## src/hw/rtl/q2e_delay.sv

```systemverilog
// ----------------------------------------------------------------------------
// q2e_delay
// Stallable delay line that keeps side results aligned with the pitch path.
// ----------------------------------------------------------------------------
module q2e_delay #(
   parameter int WIDTH = 32,
   parameter int DEPTH = 33
) (
   input  logic             clock,
   input  logic             en,
   input  logic [WIDTH-1:0] in_data,
   output logic [WIDTH-1:0] out_data
);
   logic [WIDTH-1:0] data_ff [0:DEPTH-1];

   always_ff @(posedge clock) begin
      if (en) begin
         data_ff[0] <= in_data;
         for (int i = 1; i < DEPTH; i++) data_ff[i] <= data_ff[i-1];
      end
   end

   assign out_data = data_ff[DEPTH-1];

endmodule

```

## config.mk

```make
export PLATFORM = sky130hd
export DESIGN_NAME = q2e_delay
export DESIGN_NICKNAME = d
export VERILOG_FILES = /design/src/hw/rtl/q2e_delay.sv
export SDC_FILE = /design/constraint.sdc
export NUM_CORES = 1
export LEC_CHECK = 0
export ABC_AREA = 1
export BUFFER_PORTS_ARGS = -buffer_cell sky130_fd_sc_hd__clkbuf_2
export CAP_MARGIN = 40
export CORE_AREA = 2 2 367 369
export DETAILED_ROUTE_END_ITERATION = 8
export DIE_AREA = 0 0 369 371
export GPL_TIMING_DRIVEN = 0
export HOLD_SLACK_MARGIN = 0.06
export MAX_ROUTING_LAYER = met4
export PLACE_DENSITY = 0.34
export SKIP_LAST_GASP = 1
export SLEW_MARGIN = 5
export SYNTH_ARGS = -nofsm -noshare
export SYNTH_HDL_FRONTEND = slang
export SYNTH_SLANG_ARGS = --single-unit
export TNS_END_PERCENT = 5
```

## constraint.sdc

```tcl
create_clock -name clock -period 0.8 [get_ports clock]
set_input_delay 0.12 -clock clock [delete_from_list [all_inputs] [get_ports clock]]
set_output_delay 0.12 -clock clock [all_outputs]
set_load 0.05 [all_outputs]
```

# Word level (Yosys, flattened, before mapping)
# Memory sizes are Yosys's and may differ from the RTL's.
# Index checks and enable logic that the tools add are counted.
# op_classes
n_mux	2
# ops
op	count
1-bit two-way mux	2
# totals
ff_bits	0
ramBits	1056
inputBits	34
out_inout_bits	32
word_cells	3
n_memories	1
# mem_list
memory	words	width	rd	rd_ports_with_merged_regs	write_ports	line	source
data_ff	33	32	33	0	33	14	logic [WIDTH-1:0] data_ff [0:DEPTH-1];

# Longest topological paths before layout
# depth
ltp_word	2
ltp_mapped	0
depth_no_buf	0

# Worst setup path after synthesis
# Ideal clock, no wire load.
# synth_path
path_type	register -> output
startpoint	memory data_ff[32][0]
endpoint	output out_data[0]
t_arrival_ns	0.601
t_required_ns	0.680
path_slack_ns	0.079
stages_incl_launch_ff	1
n_path_buf	0
path_cell_list	edfxtp_1
# synth_lines
element	line	source
from (decl)	14	
to (decl)	12	output logic [WIDTH-1:0] out_data

==> metrics.cfg <==
[sta]
worst_pin_slew_ps=628
grt_setup_unrepaired=true
min_period_ps=1370
fin_worst_skew_ps=10.1
final.period_utilization=1.71
max_slew_margin=0.581
fin_ws_ps=-568
drv_slew=0
setup_viol=390
setup_tns_ps=-57800
fmax_mhz=731
hold_viol=55
hold_slack_ps=-128

[logic_synthesis]
yosysMostFrequentCell=edfxtp_1
synth_top_area_frac=1.00
syn-num-nets=1090
syn_area_sq_um=31700
async_flop_share=0
synth_edf_count=1056
synth-main-ff-cell=edfxtp_1
ys_seq_area_frac=1.00
synthCells=1056
ys_top_cells_by_count=edfxtp_1 (1,056)
synthTopCellsByArea=edfxtp_1 (100%)
yosysTopAreaCell=edfxtp_1
yosys_warnings=0
synth_area_per_cell_sq_um=30.0
synth.distinct_cells=1
ys_seq_elements=1056

[clock_tree]
worstSkewPairLatency_ps=670
clk_pin_slew_ps=60
ctsHtreeMaxLevel=3
cts_sinks=1056
cts_buffers=116
cts_tree=yes
cts-root-buf=clkbuf_16
hold_buffers=33
cts_max_path_buffers=3

[global_routing]
grt_max_degree=110
grt_usage=0.0498
grt_pass1_vias=10000
grt.busiest_layer=met2
grt_pass1_wl_microns=52300
grt_remaining_overflow=0
use_met1=0.0594
gr-usage-met3=0.0232
antenna_found_initial=2
use_met2=0.0665

[critical_path]
cp.arrival_ps=1250
slowest_stage=edfxtp_1
critPathBufInv=1
cpPeakStageDelay_ps=410
cp_cell_sequence=buf_8
critPathMaxFanout=1
cp-start-kind=flip-flop
crit_type=reg -> out
setup.worst_path.end_class=output port
cp.required_ps=680
cp_top_family=flip-flops

[floorplan]
rows=134
die_width_microns=369
coreArea_sq_um=133000
ioPinCount=66
die_area_sq_um=137000
initial_core_util=0.239
die_h_microns=371

[final_layout]
final_nets=1328
regMostFlops=data_ff
fillers=12800
antenna_cells=0
top_regs=data_ff x1056
area_delta_synth_final_pct=23.0
multiInputGateArea_sq_um=0
regArea_sq_um=31700
largest_reg_flops=1056
multi_input_cells=0
fin_util=0.294
drive_above_1_share=0.173

[power_and_ir_drop]
ir_drop_v=0.00158
p_per_area_nw_per_um2=3020
fin_total_pwr_mw=118
leakage_nw=12.9

[drt]
routed_wl_microns=32100
drt_first_pass_iters=6
wl_per_cell_microns=10.2
vias=10100
ant_nets=0
drt-initial-drc-count=723
viasPerCell=3.21
drc=0

[place]
dp_hpwl_microns=10200
portBuffers=65
gp_congestion=0.569

[run_status]
status=finished with violations
violations=hold timing, setup timing

[run]
drv_cap=0

[min_path]
min_path_type=in -> reg

==> per-layer routing <==
layer / vias up / share of wire
met5: - / 0
met4: 0 / 0.060
met3: 130 / 0.070
met2: 210 / 0.42
met1: 4927 / 0.45
li1: 4861 / -
==> cell families (layout without fill, tap and decap cells) <==
| logic type | Yosys count | in the layout | share of synthesized area |
|---|---|---|---|
| buffers and inverters | 0 | 334 | 0 |
| DFF | 1056 | 1056 | 1.00 |
==> final timing paths <==
kind,from,depth (start not counted),to,slack (ps)
setup / recovery,data_ff[32][0],1,out_data[0],-570
hold / removal,en,1,data_ff[2][25],-130
setup reg to reg,data_ff[0][5],0,data_ff[1][5],170
hold reg to reg,data_ff[7][27],0,data_ff[8][27],410
==> where the power goes <==
group	internal [mW]	switching (mW)
Sequential	64.5	0.586
Clock	30.2	20.4
Combinational	0.631	1.43
==> stage by stage <==
step / cell area, sq um / worst slack, ps / cells / hold slack (ps)
2_1_floorplan: 31700 / 79.4 / 1056 / 219
6_report: 39000 / -568 / 3158 / -128
3_5_place_dp: 34500 / -1770 / 2899 / 299
4_1_cts: 38900 / -681 / 3158 / -208
3_3_place_gp: 34200 / -18870 / 2889 / 298
5_1_grt: 39000 / -674 / 3158 / -202
==> cells in the final DEF, fill, tap and decap left out <==
master,n
buf_16,10
clkbuf_2,32
buf_4,2
clkbuf_16,122
clkbuf_1,23
bufinv_16,9
inv_6,1
bufbuf_16,9
clkbuf_8,3
clkinv_1,38
dlygate4sd3_1,33
clkinvlp_4,3
clkinv_2,19
buf_8,1
clkbuf_4,13
edfxtp_1,1056
buf_6,16
==> timing repair <==
item	in CTS	in global routing
setup endpoints to repair	634	391
endpoints found under the hold margin	87	55
cloned	10	0
buffers inserted	2	0
resized for setup	31	43
==> area by class of cell <==
type / instances / area share
Sequential cell: 1056 / 0.813
Clock buffer: 144 / 0.0798
Tap cell: 1768 / 0.0567
Timing Repair Buffer: 120 / 0.0367
Clock inverter: 70 / 0.0138
Power figures use the tool's default switching activity.
